--- config.mk ---
export PLATFORM = sky130hd
export DESIGN_NAME = ptw_ctrl
export DESIGN_NICKNAME = d
export VERILOG_FILES = /design/src/ptw_pkg.sv /design/src/ptw_ctrl.sv
export SDC_FILE = /design/constraint.sdc
export NUM_CORES = 1
export LEC_CHECK = 0
export BUFFER_PORTS_ARGS = -buffer_cell sky130_fd_sc_hd__buf_4
export CAP_MARGIN = 20
export CORE_AREA = 2 2 39 41
export CTS_CLUSTER_SIZE = 12
export DETAILED_ROUTE_END_ITERATION = 10
export DIE_AREA = 0 0 41 43
export SYNTH_ARGS = -nofsm -noshare
export SYNTH_HDL_FRONTEND = slang
export SYNTH_SLANG_ARGS = --single-unit
--- constraint.sdc ---
create_clock -name aclk -period 0.9 [get_ports aclk]
set_input_delay 0.09 -clock aclk [delete_from_list [all_inputs] [get_ports aclk]]
set_output_delay 0.09 -clock aclk [all_outputs]
set_load 0.02 [all_outputs]
--- src/ptw_pkg.sv ---
// Shared types and constants for the page-table walker.
`timescale 1ns / 1ps
package ptw_pkg;

    localparam int ENTRIES_PER_TABLE = 512;
    localparam int INDEX_W           = 9;
    localparam int OFFSET_W          = 12;
    localparam int FRAME_W           = 40;
    localparam int FRAME_LSB         = 12;
    localparam int LVL_W             = 3;
    localparam int BIT_PRESENT       = 0;
    localparam int BIT_DEMAND        = 9;

    localparam logic [63:0] ENTRY_CLEAR_MASK = 64'h0000_0000_0000_0201;
    localparam logic [11:0] ENTRY_NEW_FLAGS  = 12'h003;

    localparam logic [2:0] OP_WRITE = 3'd0;
    localparam logic [2:0] OP_READ  = 3'd1;
    localparam logic [2:0] OP_XLATE = 3'd2;
    localparam logic [2:0] OP_FREE  = 3'd3;
    localparam logic [2:0] OP_FAULT = 3'd4;

    localparam logic [2:0] ST_OK         = 3'd0;
    localparam logic [2:0] ST_NOT_MAPPED = 3'd1;
    localparam logic [2:0] ST_MISALIGNED = 3'd2;
    localparam logic [2:0] ST_MAPPED     = 3'd3;
    localparam logic [2:0] ST_UNHANDLED  = 3'd4;
    localparam logic [2:0] ST_NO_FRAME   = 3'd5;
    localparam logic [2:0] ST_OUTSIDE    = 3'd6;

    typedef struct packed {
        logic [2:0]  opcode;
        logic [11:0] word_index;
        logic [63:0] word_data;
        logic [47:0] virt_addr;
        logic [39:0] new_frame;
    } ptw_in_t;

    typedef struct packed {
        logic [2:0]  status;
        logic [2:0]  stop_level;
        logic [51:0] phys_addr;
        logic [63:0] read_data;
    } ptw_out_t;

    typedef enum logic [1:0] {
        WK_MAPPED,
        WK_MISSING,
        WK_OUTSIDE
    } ptw_walk_t;

    typedef enum logic [2:0] {
        S_CLEAR,
        S_IDLE,
        S_EXEC,
        S_RD_WAIT,
        S_WALK_ISSUE,
        S_WALK_CHECK,
        S_UPDATE,
        S_DONE
    } ptw_state_t;

    typedef struct packed {
        logic load_item;
        logic clear_wr;
        logic raw_wr;
        logic raw_rd;
        logic capture_word;
        logic walk_start;
        logic walk_rd;
        logic walk_outside;
        logic walk_step;
        logic update_wr;
        logic finish;
    } ptw_cmd_t;

    typedef struct packed {
        logic       clear_done;
        logic [2:0] opcode;
        logic       word_ok;
        logic       misaligned;
        logic       frame_outside;
        logic       entry_present;
        logic       last_level;
        logic       update_needed;
    } ptw_stat_t;

endpackage

--- src/ptw_ctrl.sv ---
// Controller state machine for the page-table walker.
`timescale 1ns / 1ps
module ptw_ctrl (
    input  logic               aclk,
    input  logic               aresetn,
    input  logic               s_valid,
    output logic               s_ready,
    output logic               m_valid,
    input  logic               m_ready,
    input  ptw_pkg::ptw_stat_t stat,
    output ptw_pkg::ptw_cmd_t  cmd
);
    import ptw_pkg::*;

    ptw_state_t state_reg;
    ptw_state_t state_next;
    logic       m_valid_reg;
    logic       m_valid_next;
    logic       out_free;

    assign out_free = !m_valid_reg || m_ready;

    always_ff @(posedge aclk) begin
        if (!aresetn) begin
            state_reg   <= S_CLEAR;
            m_valid_reg <= 1'b0;
        end else begin
            state_reg   <= state_next;
            m_valid_reg <= m_valid_next;
        end
    end

    always_comb begin
        state_next = state_reg;
        case (state_reg)
            S_CLEAR: begin
                if (stat.clear_done) state_next = S_IDLE;
            end
            S_IDLE: begin
                if (s_valid) state_next = S_EXEC;
            end
            S_EXEC: begin
                case (stat.opcode)
                    OP_READ:  state_next = stat.word_ok ? S_RD_WAIT : S_DONE;
                    OP_XLATE: state_next = S_WALK_ISSUE;
                    OP_FAULT: state_next = S_WALK_ISSUE;
                    OP_FREE:  state_next = stat.misaligned ? S_DONE : S_WALK_ISSUE;
                    default:  state_next = S_DONE;
                endcase
            end
            S_RD_WAIT: state_next = S_DONE;
            S_WALK_ISSUE: begin
                state_next = stat.frame_outside ? S_DONE : S_WALK_CHECK;
            end
            S_WALK_CHECK: begin
                if (!stat.entry_present || stat.last_level) state_next = S_UPDATE;
                else state_next = S_WALK_ISSUE;
            end
            S_UPDATE: state_next = S_DONE;
            S_DONE: begin
                if (out_free) state_next = S_IDLE;
            end
            default: state_next = S_CLEAR;
        endcase
    end

    always_comb begin
        cmd          = '0;
        s_ready      = 1'b0;
        m_valid_next = m_valid_reg && !m_ready;
        case (state_reg)
            S_CLEAR: cmd.clear_wr = 1'b1;
            S_IDLE: begin
                s_ready       = 1'b1;
                cmd.load_item = s_valid;
            end
            S_EXEC: begin
                case (stat.opcode)
                    OP_WRITE: cmd.raw_wr = stat.word_ok;
                    OP_READ:  cmd.raw_rd = stat.word_ok;
                    OP_XLATE: cmd.walk_start = 1'b1;
                    OP_FAULT: cmd.walk_start = 1'b1;
                    OP_FREE:  cmd.walk_start = !stat.misaligned;
                    default:  cmd.walk_start = 1'b0;
                endcase
            end
            S_RD_WAIT: cmd.capture_word = 1'b1;
            S_WALK_ISSUE: begin
                cmd.walk_outside = stat.frame_outside;
                cmd.walk_rd      = !stat.frame_outside;
            end
            S_WALK_CHECK: cmd.walk_step = 1'b1;
            S_UPDATE: cmd.update_wr = stat.update_needed;
            S_DONE: begin
                if (out_free) begin
                    cmd.finish   = 1'b1;
                    m_valid_next = 1'b1;
                end
            end
            default: cmd = '0;
        endcase
    end

    assign m_valid = m_valid_reg;
endmodule

==> results of run 1 <==
-- synthesized netlist by cell type --
master	number
nor2_1	10
dfxtp_1	4
nand2_1	4
nor3_1	4
a21oi_1	2
and2_1	2
buf_2	2
inv_1	2
nand2b_1	2
o22ai_1	2
a211oi_1	1
a22oi_2	1
a311oi_2	1
and3_1	1
buf_4	1
clkbuf_4	1
inv_2	1
nand3_1	1
nand3_2	1
nand4_1	1
nor2_2	1
nor2b_1	1
nor4_1	1
nor4b_1	1
o21ai_0	1
o21ai_1	1
o31ai_1	1
xor2_1	1
-- path summary, 6_finish.rpt --
kind / cells after the start / end
setup / recovery: 3 / cmd[3]
hold / removal: 2 / m_valid$_SDFF_PN0_
setup reg to reg: 5 / state_reg[1]$_SDFFE_PN0P_
hold reg to reg: 3 / state_reg[2]$_SDFFE_PN0P_
-- cell families (layout without fill, tap and decap cells) --
group / after synthesis / count (layout) / share of synthesized area, %
XOR/XNOR: 1 / 1 / 2.48
flip-flops: 4 / 4 / 22.7
buffers and inverters: 7 / 56 / 10.3
AND/OR/NAND/NOR: 30 / 30 / 43.3
AO/OA/AOI/OAI: 10 / 10 / 21.3
-- power by group through the flow --
stage          Combinational, uW  Sequential (uW)  Clock (uW)
2_1_floorplan                139              194           0
3_3_place_gp                 252              202           0
3_5_place_dp                 253              203           0
4_1_cts                      292              196         260
5_1_grt                      348              199         291
6_report                     324              198         253
-- critical path: stages (launching register included) --
cell and delay, ns:
dfxtp_4 0.38, buf_12 0.14, nor4b_4 0.23, buf_4 0.17
-- cell usage in the layout (no fill, tap or decap), types with 2 or more instances in the layout --
cell      count
clkbuf_4      3
dfxtp_4       3
buf_4        35
nor3_4        3
nor2_2        2
inv_1         2
nor2_1        5
a21oi_1       2
nand3_2       2
nor2_4        4
buf_6        13
nand2_4       2
-- cell type report --
cell class              count  area (um2)
repair buffers             49         429
flip-flops and latches      4        92.6
fillers                   110         410
multi-input cells          41         389
clock buffers               4        26.3
well taps                  16        20.0
inverters                   3        16.3
-- per-layer routing --
layer | share of wire, % | vias up
met5 | 0 | -
met4 | 1.2 | 0
met3 | 6.3 | 2
met2 | 51 | 19
met1 | 41 | 259
li1 | - | 280
-- what timing repair did --
action | in CTS | in global routing
buffers inserted | 6 | 4
endpoints found under the setup margin | 16 | 16
resized for setup | 13 | 14
hold endpoints to repair | 0 | 0
pin swaps | 6 | 7
-- through the flow --
step / TNS (ns) / worst slack [ns] / area (um2)
floorplan: -0.893 / -0.141 / 513
global placement: -2.71 / -0.263 / 779
detailed placement: -3.27 / -0.286 / 779
CTS: -4.18 / -0.371 / 891
global route: -5.00 / -0.422 / 973
finish: -4.17 / -0.371 / 973
==> flow_metrics.py, run 1 <==
metrics = {
    "outcome": {
        "status": "finished, violations left",
        "violations": "setup timing",
    },
    "synthesis": {
        "synth-seq-cells": 4,
        "synth_fp_nets": 66,
        "synth_area_leader_cell": "dfxtp_1",
        "ys_top_cells_by_area": "dfxtp_1 23%, nor2_1 11%, nor3_1 5.7%",
        "netlist.area_leader.share_pct": 22.7,
        "seq_area_frac_synth_pct": 22.7,
        "synthCells": 52,
        "netlist_area_um2": 353,
        "postSynthAreaPerCell_um2": 6.79,
        "synthDistinctLibCells": 28,
        "yosysWarnings": 0,
    },
    "floorplan": {
        "die_w_um": 41,
        "initial_core_util_pct": 25.5,
        "coreArea_um2": 1380,
        "rows": 14,
        "die_h_um": 43,
        "io-pin-count": 27,
        "die-area_um2": 1760,
    },
    "cts": {
        "clock-sinks": 4,
        "holdBufCountCts": 0,
        "htreeDepth": 1,
        "cts_tree": "done",
        "cts_buffers": 3,
        "cts_buffer_depth": 2,
        "clk_latency_ns": 0.25,
        "cts_root_buf": "clkbuf_4",
        "clk_pin_slew_ns": 0.04,
    },
    "critical_path": {
        "startpoint_type": "flip-flop",
        "cp_data_required_time_ns": 0.81,
        "cp-end-kind": "primary output",
        "startpoint": "state_reg[0]$_SDFFE_PN0P_",
        "cp.arrival_ns": 1.18,
        "crit_fanout": 6,
        "regToRegSetupSlack_ns": -0.25,
        "worstSetupPathType": "flip-flop to primary output",
        "r2r-start": "state_reg[0]$_SDFFE_PN0P_",
    },
    "finish": {
        "largest_register_ffs": 3,
        "n_antenna_cell": 0,
        "final_nets": 116,
        "drive_above_1_share_pct": 81.2,
        "final_cell_count_no_fill": 117,
        "area_delta_synth_final_pct": 176,
        "fin_util_pct": 70.3,
    },
    "drt": {
        "vias": 560,
        "wl_mm": 1.20,
        "drtPass1Iterations": 4,
        "drt_iter0_markers": 9,
        "drc": 0,
        "drtAntennaViolNets": 0,
        "drt-vias-per-instance": 4.79,
        "wl_per_cell_um": 10.2,
    },
    "placement": {
        "dp.cells": 103,
        "dpl.hpwl_um": 826,
        "port_buffers": 26,
        "gp_congestion": 0.772,
    },
    "pwr": {
        "max-vdd-ir-drop_uv": 463,
        "power_density_nw_per_um2": 795,
        "p_comb_share_pct": 41.8,
        "p_sw_share_pct": 31.0,
        "p_int_uw": 534,
        "p_total_uw": 774,
        "p_clk_share_pct": 32.6,
        "leakagePower_uw": 0.000454,
        "p_switching_uw": 240,
        "pwr-share-seq_pct": 25.5,
    },
    "timing": {
        "fin_crit_ns": 1.27,
        "finClkSkew_ns": 0.00797,
        "finalSetupViolations": 15,
        "fin_ws_ns": -0.371,
        "whs_ns": 0.0787,
        "hold_violations": 0,
        "finalCritPeriodShare_pct": 141,
        "rsz0062_at_grt": "yes",
        "slew_violations": 0,
        "slew_headroom_pct": 82.5,
        "tightestPinTransition_ns": 0.261,
        "max_freq_mhz": 787,
    },
    "grt": {
        "grt_pass1_vias": 455,
        "use_met2_pct": 20.9,
        "grt_util_met1_pct": 20.3,
        "grt_util_met3_pct": 4.71,
        "track_usage_pct": 15.2,
        "antenna_found_initial": 0,
        "grt_max_degree": 9,
        "grt_pass1_wl_mm": 1.79,
        "busiest_layer": "met2",
        "grt_overflow": 0,
    },
    "min_path": {
        "hp-class": "primary input to flip-flop",
        "min-delay-start": "aresetn",
    },
    "run": {
        "drv_cap": 0,
    },
}
No activity file was read; power rests on OpenSTA's default activity.
==> inputs of run 2 (changes only) <==
--- a/config.mk
+++ b/config.mk
@@ -11,6 +11,7 @@
 export CTS_CLUSTER_SIZE = 12
 export DETAILED_ROUTE_END_ITERATION = 10
 export DIE_AREA = 0 0 41 43
+export SETUP_SLACK_MARGIN = 0.02
 export SYNTH_ARGS = -nofsm -noshare
 export SYNTH_HDL_FRONTEND = slang
 export SYNTH_SLANG_ARGS = --single-unit
==> constraint.sdc (replaced) <==
create_clock -name aclk -period 0.9 [get_ports aclk]
set_input_delay 0.045 -clock aclk [delete_from_list [all_inputs] [get_ports aclk]]
set_output_delay 0.045 -clock aclk [all_outputs]
set_load 0.02 [all_outputs]
==> run 2 against run 1 <==
Wire length grew 23%. The flow still finishes with violations (setup timing). Clock power shrank 6%. Sequential share of layout area grew 0.19 points.
==> flow_metrics.py, run 2 (synthesis results as in run 1) <==
metrics = {
    "critical_path": {
        "r2r_cells": 4,
        "r2r-start": "state_reg[0]$_SDFFE_PN0P_",
        "worstSetupPathType": "flip-flop to primary output",
        "crit_fanout": 6,
        "cp_top_family": "flip-flops",
        "worstReg2RegEnd": "state_reg[1]$_SDFFE_PN0P_",
        "crit_cells": 3,
        "crit_slowest_cell": "dfxtp_4",
        "slowest_delay_ns": 0.36,
        "startpoint_type": "flip-flop",
        "regToRegSetupSlack_ns": -0.29,
        "cp.arrival_ns": 1.16,
        "critPathBufInv": 2,
        "cp_cell_sequence": "buf_6 > nor4_4 > buf_4",
        "cp-end-kind": "primary output",
        "cp_data_required_time_ns": 0.85,
    },
    "timing": {
        "tightestPinTransition_ns": 0.344,
        "whs_ns": 0.0408,
        "rsz0062_at_grt": "yes",
        "finalCritPeriodShare_pct": 134,
        "finClkSkew_ns": 0.00374,
        "hold_violations": 0,
        "fin_ws_ns": -0.306,
        "max_freq_mhz": 829,
        "fin_crit_ns": 1.21,
        "slew_headroom_pct": 76.9,
        "finalSetupViolations": 16,
        "timing.setup.tns_ns": -3.57,
        "slew_violations": 0,
    },
    "drt": {
        "wl_mm": 1.47,
        "drtPass1Iterations": 4,
        "drtAntennaViolNets": 0,
        "drc": 0,
        "drt-vias-per-instance": 4.87,
        "wl_per_cell_um": 13.0,
        "vias": 550,
        "drt_iter0_markers": 3,
    },
    "grt": {
        "grt_max_degree": 8,
        "antenna_found_initial": 0,
        "grt_pass1_vias": 498,
        "track_usage_pct": 17.8,
        "grt_pass1_wl_mm": 2.13,
        "grt_overflow": 0,
    },
    "cts": {
        "cts_root_buf": "clkbuf_4",
        "cts_buffers": 3,
        "cts_buffer_depth": 2,
        "cts_tree": "done",
        "htreeDepth": 1,
        "clock-sinks": 4,
        "clk_latency_ns": 0.25,
        "clk_pin_slew_ns": 0.04,
    },
    "floorplan": {
        "rows": 14,
        "coreArea_um2": 1380,
        "die_w_um": 41,
        "die_h_um": 43,
        "io-pin-count": 27,
        "initial_core_util_pct": 25.5,
        "die-area_um2": 1760,
    },
    "finish": {
        "mostFrequentLayoutCells": "29 x buf_4, 15 x buf_6, 5 x nor2_1",
        "largest_register_ffs": 3,
        "multi_input_area_um2": 399,
        "final_cell_count_no_fill": 113,
        "final_common_cell": "buf_4",
        "seq_area_um2": 95.1,
        "area_delta_synth_final_pct": 178,
        "finalInstanceArea_um2": 980,
        "drive_above_1_share_pct": 78.4,
        "fillers": 102,
        "final_nets": 113,
        "n_antenna_cell": 0,
    },
    "placement": {
        "dpl.hpwl_um": 929,
        "port_buffers": 26,
        "placed_area_um2": 797,
        "gp_congestion": 0.731,
        "dp.cells": 105,
    },
    "min_path": {
        "hp-class": "primary input to flip-flop",
        "hold_path_end": "m_valid$_SDFF_PN0_",
        "min-delay-start": "aresetn",
        "min_path_cells": 2,
    },
    "pwr": {
        "max-vdd-ir-drop_uv": 530,
        "p_total_uw": 755,
        "power_density_nw_per_um2": 771,
        "leakagePower_uw": 0.000429,
    },
    "outcome": {
        "violations": "setup timing",
        "status": "finished, violations left",
    },
    "run": {
        "drv_cap": 0,
    },
}
## run 2: worst max path at each step
| stage | from | endpoint | slack (ns) |
|---|---|---|---|
| 2_1_floorplan | state_reg[2]$_SDFFE_PN0P_ | cmd[10] | -0.08 |
| 3_3_place_gp | state_reg[2]$_SDFFE_PN0P_ | state_reg[0]$_SDFFE_PN0P_ | -0.21 |
| 3_5_place_dp | state_reg[2]$_SDFFE_PN0P_ | state_reg[0]$_SDFFE_PN0P_ | -0.27 |
| 4_1_cts | state_reg[1]$_SDFFE_PN0P_ | cmd[3] | -0.31 |
| 5_1_grt | state_reg[1]$_SDFFE_PN0P_ | cmd[3] | -0.34 |
| 6_report | state_reg[1]$_SDFFE_PN0P_ | cmd[4] | -0.31 |
## run 2: repair_timing
action / CTS / global route
hold buffers: 0 / 0
gates resized for setup: 24 / 6
setup endpoints to repair: 16 / 16
setup buffers: 5 / 0
pin swaps: 11 / 5
## run 2: through the flow
step / util (%) / setup slack, ns
4_1_cts: 69.2 / -0.312
5_1_grt: 70.8 / -0.341
3_3_place_gp: 57.6 / -0.212
2_1_floorplan: - / -0.0792
3_5_place_dp: 57.6 / -0.274
6_report: 70.8 / -0.306
## run 2: routing by layer
metal	global-route usage [%]	wire, um	vias up
met5	0	0	-
met4	8.00	40	0
met3	3.66	70	4
met2	28.4	762	19
met1	21.6	593	253
li1	-	-	274
## run 2: area by class of cell
| cell class | instances | share of cell area (%) |
|---|---|---|
| inverters | 3 | 1.66 |
| repair buffers | 46 | 43.6 |
| multi-input cells | 41 | 40.7 |
| flip-flops and latches | 4 | 9.71 |
| clock buffers | 3 | 2.30 |
| well taps | 16 | 2.04 |
## run 2: report_power, final
part / switching [uW] / internal, uW / leakage, uW / total [uW]
Sequential: 20.1 / 177 / 0.0000355 / 197
Combinational: 145 / 174 / 0.000380 / 319
Clock: 88.8 / 150 / 0.0000138 / 239
